**config.mk**
```make
export PLATFORM = sky130hd
export DESIGN_NAME = kfa_div
export DESIGN_NICKNAME = d
export VERILOG_FILES = /design/src/rtl/kfa_pkg.sv /design/src/rtl/kfa_div.sv
export SDC_FILE = /design/constraint.sdc
export NUM_CORES = 1
export LEC_CHECK = 0
export BUFFER_PORTS_ARGS = -buffer_cell sky130_fd_sc_hd__clkbuf_2
export CAP_MARGIN = 40
export CORE_MARGIN = 8
export CORE_UTILIZATION = 55
export DETAILED_ROUTE_END_ITERATION = 10
export PLACE_DENSITY = 0.76
export SLEW_MARGIN = 20
export SYNTH_ARGS = -nofsm -noshare
export SYNTH_HDL_FRONTEND = slang
export SYNTH_SLANG_ARGS = --single-unit
```
**constraint.sdc**
```tcl
create_clock -name clk -period 12.39 [get_ports clk]
set_clock_uncertainty 0.2 [all_clocks]
set_input_delay 1.239 -clock clk [delete_from_list [all_inputs] [get_ports clk]]
set_output_delay 1.239 -clock clk [all_outputs]
set_load 0.01 [all_outputs]
```
**src/rtl/kfa_pkg.sv**
```systemverilog
`default_nettype none
package kfa_pkg;

  typedef struct packed {
    logic [1:0]         axis;
    logic signed [31:0] measured_angle;
    logic signed [31:0] rate;
  } in_t;

  typedef struct packed {
    logic [1:0]         axis_out;
    logic signed [31:0] angle_estimate;
  } out_t;

  typedef enum logic [1:0] {
    CFG_LOOP_PERIOD   = 2'd0,
    CFG_ANGLE_NOISE   = 2'd1,
    CFG_BIAS_NOISE    = 2'd2,
    CFG_MEASURE_NOISE = 2'd3
  } cfg_idx_t;

  localparam int CFG_W = 31;
  localparam logic [CFG_W-1:0] RST_LOOP_PERIOD   = 31'd21474836;
  localparam logic [CFG_W-1:0] RST_ANGLE_NOISE   = 31'd10737418;
  localparam logic [CFG_W-1:0] RST_BIAS_NOISE    = 31'd322123;
  localparam logic [CFG_W-1:0] RST_MEASURE_NOISE = 31'd10737418;

  localparam logic signed [39:0] MAX40 = 40'sd2147483647;
  localparam logic signed [39:0] MIN40 = -40'sd2147483648;

  // Q2.30 product back to working scale, round half away from zero
  function automatic logic signed [37:0] rnd30(input logic signed [67:0] v);
    logic [67:0] mag;
    logic [67:0] r;
    logic [37:0] rm;
    mag = v[67] ? 68'(-v) : 68'(v);
    r   = (mag + 68'(1 << 29)) >> 30;
    rm  = r[37:0];
    return v[67] ? -$signed(rm) : $signed(rm);
  endfunction

  function automatic logic [31:0] sat32(input logic signed [39:0] v);
    logic [31:0] r;
    if (v > MAX40) r = 32'h7fff_ffff;
    else if (v < MIN40) r = 32'h8000_0000;
    else r = v[31:0];
    return r;
  endfunction

endpackage
`default_nettype wire

```
**src/rtl/kfa_div.sv**
```systemverilog
`default_nettype none
module kfa_div (
  input  wire logic               clk,
  input  wire logic               rst_n,
  input  wire logic               start,
  input  wire logic signed [31:0] num0,
  input  wire logic signed [31:0] num1,
  input  wire logic [32:0]        den,
  output logic                    done,
  output logic signed [31:0]      q0,
  output logic signed [31:0]      q1
);
  import kfa_pkg::*;

  // quotient = (num << 30) / den, two lanes sharing the divisor, one bit a cycle
  localparam int QB = 33;

  logic        busy_r, busy_nxt;
  logic        done_r, done_nxt;
  logic [5:0]  cnt_r, cnt_nxt;
  logic [33:0] rem_r [2];
  logic [32:0] sh_r  [2];
  logic [32:0] q_r   [2];
  logic        ovf_r [2];
  logic        neg_r [2];
  logic signed [31:0] res [2];
  logic [31:0] mag [2];
  logic [33:0] trial [2];
  logic signed [31:0] nums [2];

  assign nums[0] = num0;
  assign nums[1] = num1;

  always_comb begin
    busy_nxt = busy_r;
    cnt_nxt  = cnt_r;
    done_nxt = 1'b0;
    if (start) begin
      busy_nxt = 1'b1;
      cnt_nxt  = 6'(QB);
    end else if (busy_r) begin
      cnt_nxt = cnt_r - 6'd1;
      if (cnt_r == 6'd1) begin
        busy_nxt = 1'b0;
        done_nxt = 1'b1;
      end
    end
  end

  always_ff @(posedge clk) begin
    if (!rst_n) begin
      busy_r <= 1'b0;
      done_r <= 1'b0;
      cnt_r  <= '0;
    end else begin
      busy_r <= busy_nxt;
      done_r <= done_nxt;
      cnt_r  <= cnt_nxt;
    end
  end

  always_comb begin
    for (int i = 0; i < 2; i++) begin
      mag[i]   = nums[i][31] ? 32'(-nums[i]) : 32'(nums[i]);
      trial[i] = {rem_r[i][32:0], sh_r[i][32]};
    end
  end

  always_ff @(posedge clk) begin
    for (int i = 0; i < 2; i++) begin
      if (start) begin
        rem_r[i] <= 34'(mag[i] >> 3);
        sh_r[i]  <= {mag[i][2:0], 30'd0};
        q_r[i]   <= '0;
        ovf_r[i] <= ({4'b0, mag[i]} >= ({3'b0, den} << 3));
        neg_r[i] <= nums[i][31];
      end else if (busy_r) begin
        sh_r[i] <= sh_r[i] << 1;
        if (trial[i] >= {1'b0, den}) begin
          rem_r[i] <= trial[i] - {1'b0, den};
          q_r[i]   <= {q_r[i][31:0], 1'b1};
        end else begin
          rem_r[i] <= trial[i];
          q_r[i]   <= {q_r[i][31:0], 1'b0};
        end
      end
    end
  end

  always_comb begin
    for (int i = 0; i < 2; i++) begin
      if (neg_r[i]) begin
        if (ovf_r[i] || q_r[i] > 33'h0_8000_0000) res[i] = 32'sh8000_0000;
        else res[i] = 32'(-q_r[i]);
      end else begin
        if (ovf_r[i] || q_r[i] > 33'h0_7fff_ffff) res[i] = 32'sh7fff_ffff;
        else res[i] = q_r[i][31:0];
      end
    end
  end

  assign done = done_r;
  assign q0   = res[0];
  assign q1   = res[1];

endmodule
`default_nettype wire

```
==> results of run 1 <==
==> worst reg2reg max path, stage by stage (launching register included) <==
cell	delay, ns
edfxtp_1	0.42
ha_1	0.39
nand3_1	0.16
or2_2	0.33
nor4_1	0.34
or3b_2	0.48
o211ai_1	0.17
or2_2	0.67
nor2_1	0.30
a221o_1	0.36
==> how the worst max path moves through the flow <==
stage                              startpoint                    end  slack [ns]  cells after the start
final                     q_r[0][1]$_DFFE_PP_                 q0[30]        6.62                     10
after global routing      q_r[0][1]$_DFFE_PP_                 q0[30]        6.28                     10
after CTS                 q_r[0][1]$_DFFE_PP_                 q0[30]        6.66                     10
after detailed placement              num0[5]  ovf_r[0][0]$_DFFE_PP_        6.73                     13
after global placement                num0[5]  ovf_r[0][0]$_DFFE_PP_        6.80                     16
after floorplan                       num0[5]  ovf_r[0][0]$_DFFE_PP_        7.26                     15
==> flip-flops by register name, summed over array words and instances (netlist names) <==
register  count
sh_r          6
cnt_r         6
done          1
q_r          66
ovf_r         2
busy_r        1
rem_r        66
neg_r         2
==> power groups by stage <==
stage	Clock [mW]	Combinational [mW]	Sequential (mW)
floorplan	0	0.545	0.661
global placement	0	0.721	0.678
detailed placement	0	0.737	0.679
CTS	0.550	0.744	0.669
global route	0.571	0.835	0.677
finish	0.546	0.758	0.670
==> kinds of logic (layout without fill, tap and decap cells) <==
logic type,Yosys count,count (layout),synth area share
compound gates,543,543,0.236
xor+xnor,110,110,0.0645
fa+ha+maj,134,134,0.113
buf+inv,162,296,0.0433
flops,150,150,0.296
mux,6,6,0.00402
other cells,0,4,0
simple gates,731,731,0.243
==> cell usage after synthesis (all sizes together) (9+ instances only) <==
cell,number
nor3,52
or4,20
inv,85
nand3,38
a31oi,46
nand2,227
clkbuf,60
or3,40
o211ai,12
buf,16
xor2,36
nor4,26
nor2b,17
and3,13
ha,132
and2,65
o41ai,9
a21o,58
o21ai,101
or2,12
edfxtp,142
nand2b,18
o21a,19
xnor2,74
o31ai,25
nor2,143
a211oi,14
a21oi,152
nand4,39
o311ai,27
==> per-layer routing <==
layer  up-vias  routed length (um)
met5         -                  40
met2       666               20400
met4         6                1180
met1      6950               20100
met3        84                3580
li1       7101                   -
==> per-stage QoR <==
step | worst slack [ns] | cells
3_5_place_dp | 6.73 | 2278
5_1_grt | 6.28 | 2312
6_report | 6.62 | 2315
4_1_cts | 6.66 | 2310
2_1_floorplan | 7.26 | 1836
3_3_place_gp | 6.80 | 2275
==> layout make-up <==
type | count | area [um2]
flip-flops and latches | 150 | 4420
fillers | 2388 | 10200
inverters | 85 | 319
diodes | 4 | 10.0
well taps | 341 | 427
multi-input cells | 1524 | 9880
clock buffers | 17 | 425
repair buffers | 179 | 970
clock inverters | 15 | 178
==> results.txt, run 1 <==
The data required time at the worst endpoint came out at around 11 ns. The placer's final routability congestion estimate is 0.940. Summed over all failing endpoints, the final setup total negative slack is 0 ns. The total congestion overflow after global routing came out at 0. Counting flops and latches in the post-synthesis netlist gives 150. The startpoint identified for the worst hold timing path is cnt_r[1]$_SDFFE_PP0P_. The part of the power in combinational logic is 0.384.

In this run the critical register-to-register path is captured at rem_r[0][5]$_DFFE_PP_. Max-cap violations in this run came to 0. The utilization after layout came out at 0.621. The finished layout cell area is between 15,000 and 20,000 um2. The ratio of total power to cell area is 119 nW/um2.

The area added between synthesis and finish came out at 11.4%. The largest net degree at the start of global routing came out at 59. The kind of capture point of the worst setup path is a primary output.

The met1 layer usage reported by global route came out at 0.356. The hold-critical path depth came out at 2. In this run the critical register-to-register path is launched from rem_r[0][9]$_DFFE_PP_. Counting every net in the synthesized netlist gives 2,070. The number of buffers added to fix hold violations after cts is 0. The post-route total power is around 2.0 mW. The maximum level of the CTS H-tree is 4. From bottom edge to top edge, the die measures 181 um. The count of buffers added by post-CTS timing repair for setup is 0. The overall fraction of global-route tracks in use came out at 0.268. Leaving out fill and tap cells, the most frequent cells in the layout are 227 x nand2_1, 164 x clkbuf_2, 152 x a21oi_1. The total cell area at the placement stage is 16,000 um2. The initial core utilization is 0.557. 165 I/O pins were placed. The via count of the first global-routing pass is 14,200. The clock latency on the worst-skew pair is 0.45 ns.

The number of warnings printed during yosys synthesis came out at 0. The global-route wire length before repair is about 73 mm. The actual transition at the worst max-transition pin is slightly below 1 ns.

The first-pass iteration count of the detailed router came out at 7. The net switching share of the total power came out at 0.388. In this run the horizontal extent of the chip is 181 um. The net switching power is about 0.77 mW.

The final setup violation count is 0. The global routing stage identified its most utilized layer as met2. The slowest stage of the critical path is the o311ai_0 cell. The total count of hold-check failures in the final report is 0. The worst hold path belongs to the class reg -> reg. Across the VDD grid, the largest voltage drop is approximately 0.000072 V. The minimum setup slack among reg-to-reg paths is 8.34 ns.

Dividing the detail-routed wire length by the instance count gives 19.6 um. Each instance of the synthesized netlist takes up on average 8.13 um2. Traced cell by cell, the critical path runs through inv_1 -> ha_1 -> or3b_2 -> nor4_1 -> nand4_1 -> a211oi_1 -> buf_4 -> nand2_1 -> o311ai_0 -> clkbuf_2. The buffering stage count on the worst path with inverters included came out at 3.

Among cell families on the critical path, the largest total delay comes from simple AND/OR/NAND/NOR gates. Setup repair after global routing left no endpoint under its margin. The fraction of synthesis flops using an asynchronous set or reset pin is 0. The worst hold path terminates at cnt_r[1]$_SDFFE_PP0P_. The post-cts repair resize count is 0. The top cell type's share of synthesized area came out at 0.285. The final hold slack is 0.291 ns. The timing-limited maximum frequency is 173 MHz. For this run, design rule violations remaining after detail routing come to 0. At the worst endpoint, the arrival time is approximately 4.3 ns.

Synthesis handed over a netlist of approximately 1,800 instances. Clock-pin slew was measured on the worst setup and hold paths at around 0.070 ns. The fraction of final layout cells sized beyond drive strength 1 came out at 0.123. The share of total power dissipated in sequential elements is 0.339. The met2 layer usage reported by global route came out at 0.430.

The number of vias per cell is around 6.4. In the global route stage, met3 resource usage came out at 0.0558. After detailed routing, the total wire length is roughly 45 mm. Counting flops with a built-in enable in the synthesized netlist gives 142. The portion of the post-synthesis area used by sequential elements came out at 0.296.

STA classifies the critical path startpoint as a flip-flop. TritonCTS built the clock tree. The full die area is roughly 33,000 um2. The CTS sink count is 150. The biggest area contributor in the post-synthesis netlist is edfxtp_1. The maximum buffer depth of the clock tree is 2. The total clock buffers created by CTS came out at 17. In this run the standard cell core region covers 26,800 um2. The first routing iteration left ~1,500 violations.

The shortest period the worst path allows is a little under 6 ns. During placement, the flow inserted port buffers numbering roughly 160. The maximum single-stage delay on the critical path is approximately 0.69 ns.

After synthesis, the netlist uses 75 different library cells. Along the worst path, the maximum fanout reaches 25. The number of rows in the core area came out at 60.

Detailed placement finished with a half-perimeter wire length of around 34 mm. The relative slew slack came out at 0.342. The run finished with clean final reports. The most used flip-flop cell after synthesis is edfxtp_1. The category of the critical setup timing path is reg -> out. The final net count is roughly 2,200. The cell-internal power came out at approximately 1.2 mW. The netlist area before placement came out at about 15,000 um2. The period utilization came out at 0.465. The leakage power summed over all cells is between 6 and 7 nW.

Across all layers, the routed design uses around 15,000 vias. Counting cells, the worst reg-to-reg path comes to 9. The max-slew violation count was 0. The portion of total power attributed to the clock network came out at 0.277. The library cell used as clock root buffer is clkbuf_16. By area the synthesized netlist is led by edfxtp_1 29%, ha_1 11%, nand2_1 5.7%. The number of antenna violations at the first check in global routing came to 5. The count of nets left with antenna violations after detail routing came out at 0. The library cell used most frequently in the layout, excluding fill and tap cells, is nand2_1.
No activity file was read; power rests on OpenSTA's default activity.
==> run 2, diff against run 1 <==
Settings changed: ABC_AREA from default to 1, PLACE_DENSITY 0.76 to 0.75.
Clock period 12.39 ns to 5.9 ns, I/O delays scaled along.
==> run 2 against run 1 <==
Compared with the run above:
- setup slack got worse by 5.0 ns
- critical path depth up 1
- routed wire length increased by 41%
- die area is 17% higher
- register-to-register slack worse by 6.0 ns
- global-route usage is 5.7 points higher
- critical path type unchanged
- largest cell class unchanged
==> results.txt, run 2 <==
The run finished with clean final reports. The via count of the first global-routing pass was 18,500. Entering global routing, the biggest net connects between 60 and 70 pins. Of the post-synthesis cell area, the dominant cell type holds 0.241. TritonCTS created 17 clock buffers. After floorplanning, the core was divided into 65 placement rows.

The critical path launch point type is a flip-flop. The total I/O pin count is approximately 170. The number of setup buffers added after CTS is 0. The synthesized design contains 150 register bits. The worst endpoint data arrival time came out at between 3 and 4 ns.

Synthesis produced roughly 2,800 cells. The fraction of synthesis flops using an asynchronous set or reset pin is 0. Setup repair after global routing left no endpoint under its margin. The clock edge transition at the registers on the reported setup and hold paths came out at 0.07 ns. The relative slew slack is 0.443. In the layout the commonest cells are 745 x nand2_1, 441 x inv_1, 332 x nor2_1.

The total number of vias is roughly 19,000. The worst-case setup margin in the final layout came out at between 1.5 and 2 ns. The portion of total power attributed to the clock network is 0.255.

The data required time at the worst endpoint came out at ~5.1 ns. The first detailed-routing pass took 6 iterations. The net switching power is about 1.9 mW. The largest registers in the layout are q_r: 66 flops, rem_r: 66 flops. Among all cell types in the netlist, the one instantiated most often is nand2_1. Total power for the finished layout comes to roughly 4.4 mW. Clock latency on the worst-skew pair, taken at its later pin, is 0.46 ns. The die extent in x came out at 195 um. The number of vias per cell is between 5 and 6. On the final layout, the worst hold slack is 0.206 ns. Clock tree synthesis found a total of 150 sinks. The maximum level of the CTS H-tree came out at 4.

The total DRC errors in the routed layout is 0. The full die area is approximately 38,000 um2. The actual transition at the worst max-transition pin is 0.834 ns. The total count of hold-check failures in the final report came out at 0. The shortest period the worst path allows came out at 4.25 ns. The count of nets left with antenna violations after detail routing is 0. The netlist area before placement is between 15,000 and 20,000 um2. The number of warnings printed during yosys synthesis came out at 0. The DRC violation total after the first TritonRoute iteration is 1,803. Setup violations remaining at the end of the flow were counted as 0. Routability-driven placement finished with a final weighted congestion of 1.03. The leading register cell type out of synthesis is edfxtp_1. Counting along the longest clock path gives a buffer depth of 2. The post-layout instance count excluding filler cells is approximately 3,300. The overall fraction of global-route tracks in use came out at 0.326. The period utilization came out at 0.721. The fraction of final layout cells sized beyond drive strength 1 came out at 0.0883. The initial core utilization came out at 0.559.

The library cell used as clock root buffer is clkbuf_16. The cell-internal power is about 2.5 mW. Ranked by instance count, the synthesized netlist is headed by 745 x nand2_1, 442 x inv_1, 333 x nor2_1. Ranked by total cell area, the synthesized netlist is headed by edfxtp_1 24%, nand2_1 16%, inv_1 9.4%.

The ratio of total power to cell area came out at around 230 nW/um2. The post-cts repair resize count came out at 0. The part of the power in combinational logic came out at 0.427. The biggest area contributor in the post-synthesis netlist is edfxtp_1. The area added between synthesis and finish came out at 9.78%. For the final routed database, the setup TNS stands at 0 ns. The most common cell after layout, fill and taps aside is nand2_1.

The worst-case IR drop observed on VDD is around 0.00022 V. The critical path is of the reg -> out type. The area taken by multi-input logic gates is approximately 11,000 um2. In this run the mean area of a mapped cell was about 6.4 um2. The worst setup path is captured at a primary output. The timing-limited maximum frequency came out at 235 MHz. The max-slew violation count came to 0. Dividing the detail-routed wire length by the instance count gives between 15 and 20 um. The fraction of power consumed by sequential logic is 0.318.

Measured along the y axis, the die boundary spans 195 um. The number of antenna violations at the first check in global routing came out at 1. The instance count after placement with tap cells included came out at 3,289. The number of buffers added on ports is ~160. Along the worst path, the maximum fanout reaches 29.

The number of max-cap violations is 0. The area used by sequential logic in the layout came out at 4420 um2. The post-synthesis cell type count is 45. The pre-CTS worst setup slack is about 1.9 ns. The synthesized design contains between 100 and 150 enable-type register cells. The total congestion overflow after global routing is 0. The portion of the post-synthesis area used by sequential elements is 0.250.

The net count of the finished layout is between 3,000 and 4,000. The net switching share of the total power came out at 0.431. The global-route wire length before repair came out at ~99 mm. The number of buffers added to fix hold violations after cts came out at 0. The core box area came out at roughly 32,000 um2. For this block, the routed nets add up to about 64 mm of wire.

In this run the static leakage power is between 9 and 10 nW. Once detailed placement completed, the half-perimeter wirelength came to between 50 and 60 mm. The number of filler instances in the final layout came out at 3,129. The clock tree from TritonCTS is yes. The synthesized netlist net count came out at between 3,000 and 4,000. The path type of the worst min-delay path is in -> reg.
run 2: kinds of logic (layout without fill, tap and decap cells):
| kind of cell | count (synthesis) | in the layout | synth area share |
|---|---|---|---|
| buffers and inverters | 518 | 658 | 0.116 |
| AND/OR/NAND/NOR | 1564 | 1564 | 0.386 |
| XOR/XNOR | 131 | 131 | 0.0649 |
| adder cells (fa/ha/maj) | 134 | 134 | 0.0957 |
| other | 0 | 1 | 0 |
| flip-flops | 150 | 150 | 0.250 |
| AO/OA/AOI/OAI | 285 | 285 | 0.0874 |
run 2: final timing paths:
check	startpoint	end	slack, ns	depth (start not counted)
max reg2reg	rem_r[1][18]$_DFFE_PP_	rem_r[1][11]$_DFFE_PP_	2.33	10
min reg2reg	cnt_r[0]$_SDFFE_PN0P_	cnt_r[0]$_SDFFE_PN0P_	0.30	1
max	q_r[0][0]$_SDFFCE_PP0P_	q0[3]	1.65	11
min	rst_n	cnt_r[5]$_SDFFE_PN0P_	0.21	3
run 2: per-stage QoR:
stage               cell area [um2]   util
floorplan                     17700      -
global placement              18700  0.592
detailed placement            18800  0.594
CTS                           19400  0.612
global route                  19400  0.613
finish                        19400  0.614
run 2: metal layers:
layer,routed length [um],track usage,vias to the layer above
met2,27500,0.513,1096
met3,6880,0.0707,164
met4,2930,0.156,2
met5,13,0,-
met1,26300,0.420,8838
li1,-,-,9314
run 2: area by class of cell:
cell class / instances / share of cell area
Sequential cell: 150 / 0.228
Tap cell: 402 / 0.0259
Clock buffer: 19 / 0.0233
Inverter: 447 / 0.0868
Multi-Input combinational cell: 2114 / 0.578
Timing Repair Buffer: 179 / 0.0524
Antenna cell: 1 / 0.000129
Clock inverter: 13 / 0.00580
run 2: power groups by stage:
stage	clock, mW	combinational (mW)	sequential, mW
2_1_floorplan	0	1.29	1.38
3_3_place_gp	0	1.78	1.41
3_5_place_dp	0	1.82	1.41
6_report	1.11	1.87	1.39
5_1_grt	1.15	2.07	1.40
4_1_cts	1.12	1.83	1.39
run 2: critical path, stage by stage (launching register included):
cell      delay [ns]
edfxtp_1        0.50
inv_1           0.14
ha_1            0.26
nand3_1         0.20
nor2_2          0.23
nand2_1         0.15
nor2_1          0.15
nand2_1         0.06
nand2_1         0.09
nand3_2         0.47
o21ai_0         0.53
clkbuf_2        0.21
